===== config.mk =====
export PLATFORM = sky130hd
export DESIGN_NAME = partition_fit_allocator_top
export DESIGN_NICKNAME = d
export VERILOG_FILES = /design/src/rtl/core/pfa_pkg.sv /design/src/rtl/core/pfa_fit_unit.sv /design/src/rtl/core/partition_fit_allocator_top.sv
export SDC_FILE = /design/constraint.sdc
export NUM_CORES = 1
export LEC_CHECK = 0
export CELL_PAD_IN_SITES_DETAIL_PLACEMENT = 0
export CELL_PAD_IN_SITES_GLOBAL_PLACEMENT = 1
export CORE_MARGIN = 5
export CORE_UTILIZATION = 30
export CTS_BUF_LIST = sky130_fd_sc_hd__clkbuf_16
export DETAILED_ROUTE_END_ITERATION = 6
export DONT_BUFFER_PORTS = 1
export PLACE_DENSITY = 0.57
export SYNTH_ARGS = -nofsm -noshare
export SYNTH_HDL_FRONTEND = slang
export SYNTH_HIERARCHICAL = 1
export SYNTH_SLANG_ARGS = --single-unit

===== constraint.sdc =====
create_clock -name clk -period 2.98 [get_ports clk]
set_clock_uncertainty 0.1 [all_clocks]
set_input_delay 0.149 -clock clk [delete_from_list [all_inputs] [get_ports clk]]
set_output_delay 0.149 -clock clk [all_outputs]
set_load 0.005 [all_outputs]

===== src/rtl/core/pfa_pkg.sv =====
// shared constants, codes and types for the partition fit allocator
// no dependencies; used by pfa_fit_unit, partition_fit_allocator_top and tb_top
package pfa_pkg;

    // defaults for the top level parameters
    localparam int NUM_BLOCKS_DEF = 16;
    localparam int SIZE_BITS_DEF  = 16;

    // fit policy codes
    localparam logic [1:0] FIT_FIRST = 2'd0;
    localparam logic [1:0] FIT_BEST  = 2'd1;
    localparam logic [1:0] FIT_WORST = 2'd2;

    // configuration register map
    localparam int CFG_INDEX_W = 1;
    localparam int CFG_DATA_W  = 5;
    localparam logic [CFG_INDEX_W-1:0] REG_FIT_POLICY  = 1'd0;
    localparam logic [CFG_INDEX_W-1:0] REG_BLOCK_COUNT = 1'd1;

    localparam logic [1:0]            FIT_POLICY_RESET  = FIT_FIRST;
    localparam logic [CFG_DATA_W-1:0] BLOCK_COUNT_RESET = 5'd16;

    // control from the sequencer to the fit unit
    typedef struct packed {
        logic clear;   // start of a new search
        logic valid;   // candidate entry present this cycle
    } fit_ctl_t;

endpackage


===== src/rtl/core/pfa_fit_unit.sv =====
// compare unit: checks one candidate partition per cycle and keeps the pick
// depends on pfa_pkg (policy codes, fit_ctl_t)
module pfa_fit_unit #(
    parameter int SIZE_BITS = pfa_pkg::SIZE_BITS_DEF,
    parameter int IDX_W     = 4
) (
    input  logic                 clk,
    input  logic                 rst_n,
    input  pfa_pkg::fit_ctl_t    ctl,
    input  logic [1:0]           policy,
    input  logic [SIZE_BITS-1:0] req,
    input  logic [SIZE_BITS-1:0] cand_size,
    input  logic [IDX_W-1:0]     cand_idx,
    output logic                 found,
    output logic [SIZE_BITS-1:0] best_size,
    output logic [IDX_W-1:0]     best_idx
);

    logic                 found_reg;
    logic [SIZE_BITS-1:0] best_size_reg;
    logic [IDX_W-1:0]     best_idx_reg;
    logic                 fits;
    logic                 better;
    logic                 take;

    assign fits = (cand_size >= req);

    always_comb
    begin
        unique case (policy)
            pfa_pkg::FIT_BEST:  better = !found_reg || (cand_size < best_size_reg);
            pfa_pkg::FIT_WORST: better = !found_reg || (cand_size > best_size_reg);
            default:            better = !found_reg;
        endcase
    end

    assign take = ctl.valid && fits && better;

    always_ff @(posedge clk or negedge rst_n)
    begin
        if (!rst_n)
        begin
            found_reg <= 1'b0;
        end
        else if (ctl.clear)
        begin
            found_reg <= 1'b0;
        end
        else if (take)
        begin
            found_reg <= 1'b1;
        end
    end

    always_ff @(posedge clk)
    begin
        if (take && !ctl.clear)
        begin
            best_size_reg <= cand_size;
            best_idx_reg  <= cand_idx;
        end
    end

    assign found     = found_reg;
    assign best_size = best_size_reg;
    assign best_idx  = best_idx_reg;

endmodule


===== src/rtl/core/partition_fit_allocator_top.sv =====
// top level of the partition fit allocator: tables, sequencer, stream and config ports
// depends on pfa_pkg and pfa_fit_unit
//
// a load beat, or a request beat with nothing in use, goes straight to write-back; any other
//   request beat reads each in-use partition from the free table through the single read
//   port, drains the last compare, then writes back once the output register is free; a beat
//   with tlast set then sweeps all NUM_BLOCKS entries to copy saved sizes back
// one beat at a time; the next beat is taken once the result sits in the output register and
//   any restore sweep is done; reset clears the sequencer and the output register, sets the
//   config registers to defaults; size tables are not cleared and hold garbage until loaded
module partition_fit_allocator_top #(
    parameter int NUM_BLOCKS = pfa_pkg::NUM_BLOCKS_DEF,
    parameter int SIZE_BITS  = pfa_pkg::SIZE_BITS_DEF
) (
    input  logic                            clk,
    input  logic                            rst_n,
    // configuration write port
    input  logic                            cfg_we,
    input  logic [pfa_pkg::CFG_INDEX_W-1:0] cfg_index,
    input  logic [pfa_pkg::CFG_DATA_W-1:0]  cfg_wdata,
    // input stream
    input  logic                            s_tvalid,
    output logic                            s_tready,
    input  logic [39:0]                     s_tdata,  // mode, part_index, part_size, request_size, pad
    input  logic                            s_tlast,  // batch_end
    // result stream
    output logic                            m_tvalid,
    input  logic                            m_tready,
    output logic [23:0]                     m_tdata,  // granted, block_index, free_after, pad
    output logic                            m_tlast   // batch_done
);

    // table index width and a counter width that can also hold the table depth
    localparam int IDX_W = (NUM_BLOCKS > 1) ? $clog2(NUM_BLOCKS) : 1;
    localparam int CNT_W = $clog2(NUM_BLOCKS + 1);

    // sequencer states
    localparam logic [1:0] ST_IDLE    = 2'd0;
    localparam logic [1:0] ST_SCAN    = 2'd1;
    localparam logic [1:0] ST_WB      = 2'd2;
    localparam logic [1:0] ST_RESTORE = 2'd3;

    // unpacked input fields
    logic        in_mode;
    logic [3:0]  in_part_index;
    logic [15:0] in_part_size;
    logic [15:0] in_request_size;

    assign in_mode         = s_tdata[0];
    assign in_part_index   = s_tdata[4:1];
    assign in_part_size    = s_tdata[20:5];
    assign in_request_size = s_tdata[36:21];

    // configuration registers
    logic [1:0]                     fit_policy_reg;
    logic [pfa_pkg::CFG_DATA_W-1:0] block_count_reg;

    always_ff @(posedge clk or negedge rst_n)
    begin
        if (!rst_n)
        begin
            fit_policy_reg  <= pfa_pkg::FIT_POLICY_RESET;
            block_count_reg <= pfa_pkg::BLOCK_COUNT_RESET;
        end
        else if (cfg_we)
        begin
            unique case (cfg_index)
                pfa_pkg::REG_FIT_POLICY:  fit_policy_reg  <= cfg_wdata[1:0];
                pfa_pkg::REG_BLOCK_COUNT: block_count_reg <= cfg_wdata;
                default: ;
            endcase
        end
    end

    // sequencer and datapath registers
    logic [1:0]           state_reg,    state_next;
    logic [CNT_W-1:0]     rd_idx_reg,   rd_idx_next;    // next table entry to read
    logic [CNT_W-1:0]     limit_reg,    limit_next;     // entries to sweep
    logic                 pv_reg,       pv_next;        // read data valid this cycle
    logic [IDX_W-1:0]     cmp_idx_reg,  cmp_idx_next;   // entry behind the read data
    logic [SIZE_BITS-1:0] req_reg,      req_next;
    logic                 bend_reg,     bend_next;

    // output register
    logic                 m_valid_reg,  m_valid_next;
    logic                 out_granted_reg;
    logic [3:0]           out_idx_reg;
    logic [15:0]          out_free_reg;
    logic                 out_last_reg;

    // size tables
    logic [SIZE_BITS-1:0] free_mem [NUM_BLOCKS];
    logic [SIZE_BITS-1:0] orig_mem [NUM_BLOCKS];
    logic [SIZE_BITS-1:0] free_q;
    logic [SIZE_BITS-1:0] orig_q;

    logic                 accept;
    logic                 issue;
    logic                 out_free;
    logic                 wb_fire;
    logic                 load_hit;
    logic [CNT_W-1:0]     limit_calc;
    logic [IDX_W-1:0]     rd_addr;
    logic [IDX_W-1:0]     load_addr;
    logic [SIZE_BITS-1:0] load_size;
    logic [SIZE_BITS-1:0] remain;

    // free-table write port
    logic                 fw_en;
    logic [IDX_W-1:0]     fw_addr;
    logic [SIZE_BITS-1:0] fw_data;

    // fit unit wiring
    pfa_pkg::fit_ctl_t    fit_ctl;
    logic                 fit_found;
    logic [SIZE_BITS-1:0] fit_best;
    logic [IDX_W-1:0]     fit_best_idx;

    assign s_tready = (state_reg == ST_IDLE);
    assign accept   = s_tvalid && s_tready;
    assign issue    = (rd_idx_reg < limit_reg);
    assign out_free = !m_valid_reg || m_tready;
    assign wb_fire  = (state_reg == ST_WB) && out_free;
    assign rd_addr  = rd_idx_reg[IDX_W-1:0];

    // loads past the table end are dropped
    assign load_hit  = accept && !in_mode && (32'(in_part_index) < 32'(NUM_BLOCKS));
    assign load_addr = IDX_W'(in_part_index);
    assign load_size = SIZE_BITS'(32'(in_part_size));

    // in-use count, saturated at the table depth
    assign limit_calc = (32'(block_count_reg) > 32'(NUM_BLOCKS))
                      ? CNT_W'(NUM_BLOCKS) : CNT_W'(block_count_reg);

    assign remain = fit_best - req_reg;

    // sequencer
    always_comb
    begin
        state_next   = state_reg;
        rd_idx_next  = rd_idx_reg;
        limit_next   = limit_reg;
        pv_next      = 1'b0;
        cmp_idx_next = cmp_idx_reg;
        req_next     = req_reg;
        bend_next    = bend_reg;
        fit_ctl      = '0;

        unique case (state_reg)
            ST_IDLE:
            begin
                if (accept)
                begin
                    fit_ctl.clear = 1'b1;
                    req_next      = SIZE_BITS'(32'(in_request_size));
                    bend_next     = s_tlast;
                    rd_idx_next   = '0;
                    limit_next    = limit_calc;
                    // a load, or a request with nothing in use, goes straight to write-back
                    if (in_mode && (limit_calc != '0))
                    begin
                        state_next = ST_SCAN;
                    end
                    else
                    begin
                        state_next = ST_WB;
                    end
                end
            end
            ST_SCAN:
            begin
                fit_ctl.valid = pv_reg;
                pv_next       = issue;
                cmp_idx_next  = rd_addr;
                if (issue)
                begin
                    rd_idx_next = rd_idx_reg + 1'b1;
                end
                else
                begin
                    // last compare lands at this edge
                    state_next = ST_WB;
                end
            end
            ST_WB:
            begin
                if (out_free)
                begin
                    if (bend_reg)
                    begin
                        state_next  = ST_RESTORE;
                        rd_idx_next = '0;
                        limit_next  = CNT_W'(NUM_BLOCKS);
                    end
                    else
                    begin
                        state_next = ST_IDLE;
                    end
                end
            end
            ST_RESTORE:
            begin
                pv_next      = issue;
                cmp_idx_next = rd_addr;
                if (issue)
                begin
                    rd_idx_next = rd_idx_reg + 1'b1;
                end
                else
                begin
                    state_next = ST_IDLE;
                end
            end
            default:
            begin
                state_next = ST_IDLE;
            end
        endcase
    end

    // free-table write select: load, grant write-back, or restore copy
    always_comb
    begin
        fw_en   = 1'b0;
        fw_addr = load_addr;
        fw_data = load_size;
        priority if (load_hit)
        begin
            fw_en = 1'b1;
        end
        else if (wb_fire && fit_found)
        begin
            fw_en   = 1'b1;
            fw_addr = fit_best_idx;
            fw_data = remain;
        end
        else if ((state_reg == ST_RESTORE) && pv_reg)
        begin
            fw_en   = 1'b1;
            fw_addr = cmp_idx_reg;
            fw_data = orig_q;
        end
    end

    always_comb
    begin
        m_valid_next = m_valid_reg;
        if (m_valid_reg && m_tready)
        begin
            m_valid_next = 1'b0;
        end
        if (wb_fire)
        begin
            m_valid_next = 1'b1;
        end
    end

    always_ff @(posedge clk or negedge rst_n)
    begin
        if (!rst_n)
        begin
            state_reg   <= ST_IDLE;
            rd_idx_reg  <= '0;
            limit_reg   <= '0;
            pv_reg      <= 1'b0;
            m_valid_reg <= 1'b0;
        end
        else
        begin
            state_reg   <= state_next;
            rd_idx_reg  <= rd_idx_next;
            limit_reg   <= limit_next;
            pv_reg      <= pv_next;
            m_valid_reg <= m_valid_next;
        end
    end

    // payload registers
    always_ff @(posedge clk)
    begin
        cmp_idx_reg <= cmp_idx_next;
        req_reg     <= req_next;
        bend_reg    <= bend_next;
        if (wb_fire)
        begin
            out_granted_reg <= fit_found;
            out_idx_reg     <= fit_found ? 4'(fit_best_idx) : 4'd0;
            out_free_reg    <= fit_found ? 16'(32'(remain)) : 16'd0;
            out_last_reg    <= bend_reg;
        end
    end

    // free-size table: one write port, one registered read port
    always_ff @(posedge clk)
    begin
        if (fw_en)
        begin
            free_mem[fw_addr] <= fw_data;
        end
        if (issue && (state_reg == ST_SCAN))
        begin
            free_q <= free_mem[rd_addr];
        end
    end

    // saved original sizes: written by loads, read during restore
    always_ff @(posedge clk)
    begin
        if (load_hit)
        begin
            orig_mem[load_addr] <= load_size;
        end
        if (issue && (state_reg == ST_RESTORE))
        begin
            orig_q <= orig_mem[rd_addr];
        end
    end

    pfa_fit_unit #(
        .SIZE_BITS (SIZE_BITS),
        .IDX_W     (IDX_W)
    ) u_fit (
        .clk       (clk),
        .rst_n     (rst_n),
        .ctl       (fit_ctl),
        .policy    (fit_policy_reg),
        .req       (req_reg),
        .cand_size (free_q),
        .cand_idx  (cmp_idx_reg),
        .found     (fit_found),
        .best_size (fit_best),
        .best_idx  (fit_best_idx)
    );

    assign m_tvalid = m_valid_reg;
    assign m_tdata  = {3'd0, out_free_reg, out_idx_reg, out_granted_reg};
    assign m_tlast  = out_last_reg;

    // a refused request reports index and remaining size as zero
    a_no_grant_zero: assert property (@(posedge clk) disable iff (!rst_n)
        (m_tvalid && !m_tdata[0]) |-> (m_tdata[20:1] == 20'd0))
        else $error("refused request carries nonzero index or size");

    // the sweep counter never runs past its limit
    a_sweep_bound: assert property (@(posedge clk) disable iff (!rst_n)
        ((state_reg == ST_SCAN) || (state_reg == ST_RESTORE)) |-> (rd_idx_reg <= limit_reg))
        else $error("table sweep ran past its limit");

    // a picked partition always covers the request
    a_pick_fits: assert property (@(posedge clk) disable iff (!rst_n)
        ((state_reg == ST_WB) && fit_found) |-> (fit_best >= req_reg))
        else $error("picked partition smaller than the request");

    // a batch end always runs the restore sweep after write-back
    a_restore_follows: assert property (@(posedge clk) disable iff (!rst_n)
        (wb_fire && bend_reg) |=> (state_reg == ST_RESTORE))
        else $error("batch end did not start the restore sweep");

endmodule


==> flow_summary.yaml <==
outcome:
  status: "finished clean"
critical_path:
  r2r_cells: 10
  critPathLaunchType: "register"
  end_kind: "register"
  worstSetupPathType: "reg2reg"
  cp.arrival_ps: 3040
  r2r_end: "free_mem[9][12]"
  r2r-start: "u_fit/best_size[0]"
  path_max_fanout: 16
  required_ps: 3180
  rrSetupSlack_ps: 140
timing:
  rsz0062_at_grt: "true"
  whs_ps: 21.2
  worst_slack_ps: 138
  setup_viol: 0
  timing.final.max_slew_violations: 0
  relSlewSlack_pct: 32.2
  finalCritPeriodShare_pct: 95.4
  min_period_ps: 2840
  max_clock_freq_mhz: 352
  tightest_slew_ps: 1010
  hold_viol: 0
placement:
  dpl.hpwl_mm: 39.3
  dpl_worst_slack_ps: -94.4
  placed_cells: 2568
  place_congestion: 0.754
  io_buffer_count: 0
cts:
  cts_buffers: 68
  cts_root_buf: "clkbuf_16"
  cts_buffer_depth: 3
  clk_pin_slew_worst_paths_ps: 60
  h-tree-depth: 3
  cts_tree: "done"
  clk_latency_ps: 600
  cts.sinks: 629
routing:
  wl_mm: 65.7
  viasPerCell: 4.80
  drc: 0
  firstDrtPassIters: 4
  drt_iter0_markers: 824
  wl_per_cell_um: 23.9
  ant_nets: 0
  num_vias: 13205
power_and_ir_drop:
  power.total_mw: 25.1
  swShare_pct: 27.8
  leakage_nw: 10.1
  seqPwrFrac_pct: 44.8
  pwr-share-comb_pct: 22.7
  power.density_nw_per_um2: 818
  power.share.clock_pct: 32.5
  peakVddDrop_mv: 0.481
  internal-power_mw: 18.1
  p_sw_mw: 6.98
die:
  rows: 107
  core_sq_um: 85100
  initial_core_util_pct: 30.2
  fp.dieW_um: 303
  die_h_um: 303
  io_pins: 79
  dieArea_sq_um: 91700
global_routing:
  track_usage_pct: 14.3
  grt_max_degree: 75
  grt_pass1_vias: 13857
  grt_overflow: 0
  grt_pass1_wl_mm: 95.5
  antenna_found_initial: 8
logic_synthesis:
  netlist_area_sq_um: 25700
  yosys.area.top_type: "edfxtp_1"
  yosysWarnings: 6
  ys_types: 61
  synth_edf_count: 607
  synth_seq_area_share_pct: 73.0
  synth-seq-cells: 629
  async_reset_ff_share_pct: 3.50
  synth-main-ff-cell: "edfxtp_1"
  synth_top_area_share_pct: 70.8
  synth_area_per_cell_sq_um: 18.5
  synth_cells: 1393
  synthTopCellsByArea: "edfxtp_1 71%, mux4_2 11%, ha_1 2.6%, dfrtp_1 2.0%, mux2i_1 1.3%"
min_path:
  hold_end: "free_mem[6][6]"
  hold_path_class: "in2reg"
  whs_path_depth: 3
  min-delay-start: "s_tdata[11]"
final_layout:
  n_fill_cell: 7994
  final_cells: 2750
  layout.cells.most_common: "edfxtp_1"
  nNetsFinal: 1655
  area_delta_synth_final_pct: 19.4
  drive_gt1_share_pct: 23.6
  layout_common_cells: "607 x edfxtp_1, 128 x mux4_2, 71 x inv_1, 71 x clkbuf_16, 71 x buf_4"
  reg_top3: "free_mem (256), orig_mem (256)"
run:
  max-cap-violations: 0
-- power groups by stage --
| stage | registers [mW] | logic, mW | clock network (mW) |
|---|---|---|---|
| 2_1_floorplan | 11.2 | 3.83 | 0 |
| 3_3_place_gp | 11.5 | 5.53 | 0 |
| 3_5_place_dp | 11.5 | 5.59 | 0 |
| 4_1_cts | 11.3 | 5.78 | 8.40 |
| 5_1_grt | 11.3 | 6.24 | 8.77 |
| 6_report | 11.3 | 5.70 | 8.16 |
-- worst max-delay path: stages, from the launching register on --
cell and delay [ps]:
edfxtp_1 390, inv_1 70, ha_1 180, fa_1 240, nor2b_4 50, o2111ai_1 240
nand3_1 180, and2_4 180, o41ai_2 360, xnor2_2 190, o21a_2 340
-- kinds of logic after synthesis --
kind of cell | synth area share [%]
flip-flops | 73.0
adder cells (fa/ha/maj) | 2.65
other | 0.0146
AO/OA/AOI/OAI | 4.54
AND/OR/NAND/NOR | 4.42
buffers and inverters | 2.13
XOR/XNOR | 0.476
multiplexers | 12.8
-- what timing repair did --
item,4_1_cts,5_1_grt
hold buffers,54,0
pin swaps,0,2
endpoints found under the setup margin,48,112
resized for setup,3,9
hold endpoints to repair,404,0
setup buffers,0,1
-- per-stage QoR --
| stage | area (sq um) | TNS (ps) | utilization [%] |
|---|---|---|---|
| after global routing | 30700 | -472 | 36.1 |
| after floorplan | 25800 | -36980 | - |
| final | 30700 | 0 | 36.1 |
| after CTS | 30700 | 0 | 36.0 |
| after global placement | 28000 | -16.3 | 32.8 |
| after detailed placement | 28000 | -4140 | 32.8 |
-- cells in the mapped netlist (2+ instances only) --
cell / count
a41o_1: 2
xor2_1: 5
o21ai_1: 2
clkbuf_1: 28
a31oi_1: 11
o211ai_1: 3
o21a_1: 7
a21o_2: 2
nand2b_1: 10
a21oi_1: 61
a221o_1: 3
buf_1: 9
edfxtp_1: 607
xnor2_1: 9
o22a_1: 4
buf_4: 15
inv_1: 59
and3_1: 8
mux2i_1: 33
and2_1: 19
a22o_1: 5
nand4_1: 4
nand2_1: 57
o21ai_0: 18
a211oi_1: 35
nand3_1: 6
mux2_2: 7
nor2_1: 52
nor2b_1: 44
mux4_2: 128
ha_1: 53
dfrtp_1: 21
buf_2: 13
a21o_1: 12
or2_2: 2
o22ai_1: 2
nor3_1: 13
-- cell type report --
| class | instances | area [sq um] | area share [%] |
|---|---|---|---|
| Antenna cell | 6 | 15.0 | 0.0489 |
| Clock buffer | 71 | 1780 | 5.78 |
| Clock inverter | 50 | 384 | 1.25 |
| Inverter | 59 | 221 | 0.721 |
| Multi-Input combinational cell | 641 | 6540 | 21.3 |
| Sequential cell | 629 | 18800 | 61.1 |
| Tap cell | 1144 | 1430 | 4.66 |
| Timing Repair Buffer | 150 | 1570 | 5.12 |
-- layer usage --
| layer | up-vias | track usage [%] | routed length (um) |
|---|---|---|---|
| met5 | - | 0 | 13 |
| li1 | 5855 | - | - |
| met4 | 2 | 4.34 | 1340 |
| met2 | 340 | 23.2 | 31500 |
| met1 | 6931 | 19.3 | 29100 |
| met3 | 77 | 3.28 | 3800 |
-- worst max-delay path by stage --
stage | start | end | slack [ps] | cells after the start
6_report | u_fit/best_size[0] | free_mem[9][12] | 140 | 10
5_1_grt | u_fit/best_size[0] | free_mem[14][14] | -20 | 11
4_1_cts | req_reg[1] | free_mem[6][13] | 9 | 10
3_5_place_dp | req_reg[0] | free_mem[9][14] | -90 | 9
3_3_place_gp | req_reg[6] | free_mem[4][15] | -1 | 9
2_1_floorplan | state_reg[1] | free_mem[3][0] | -200 | 8
Power figures use the tool's default switching activity.
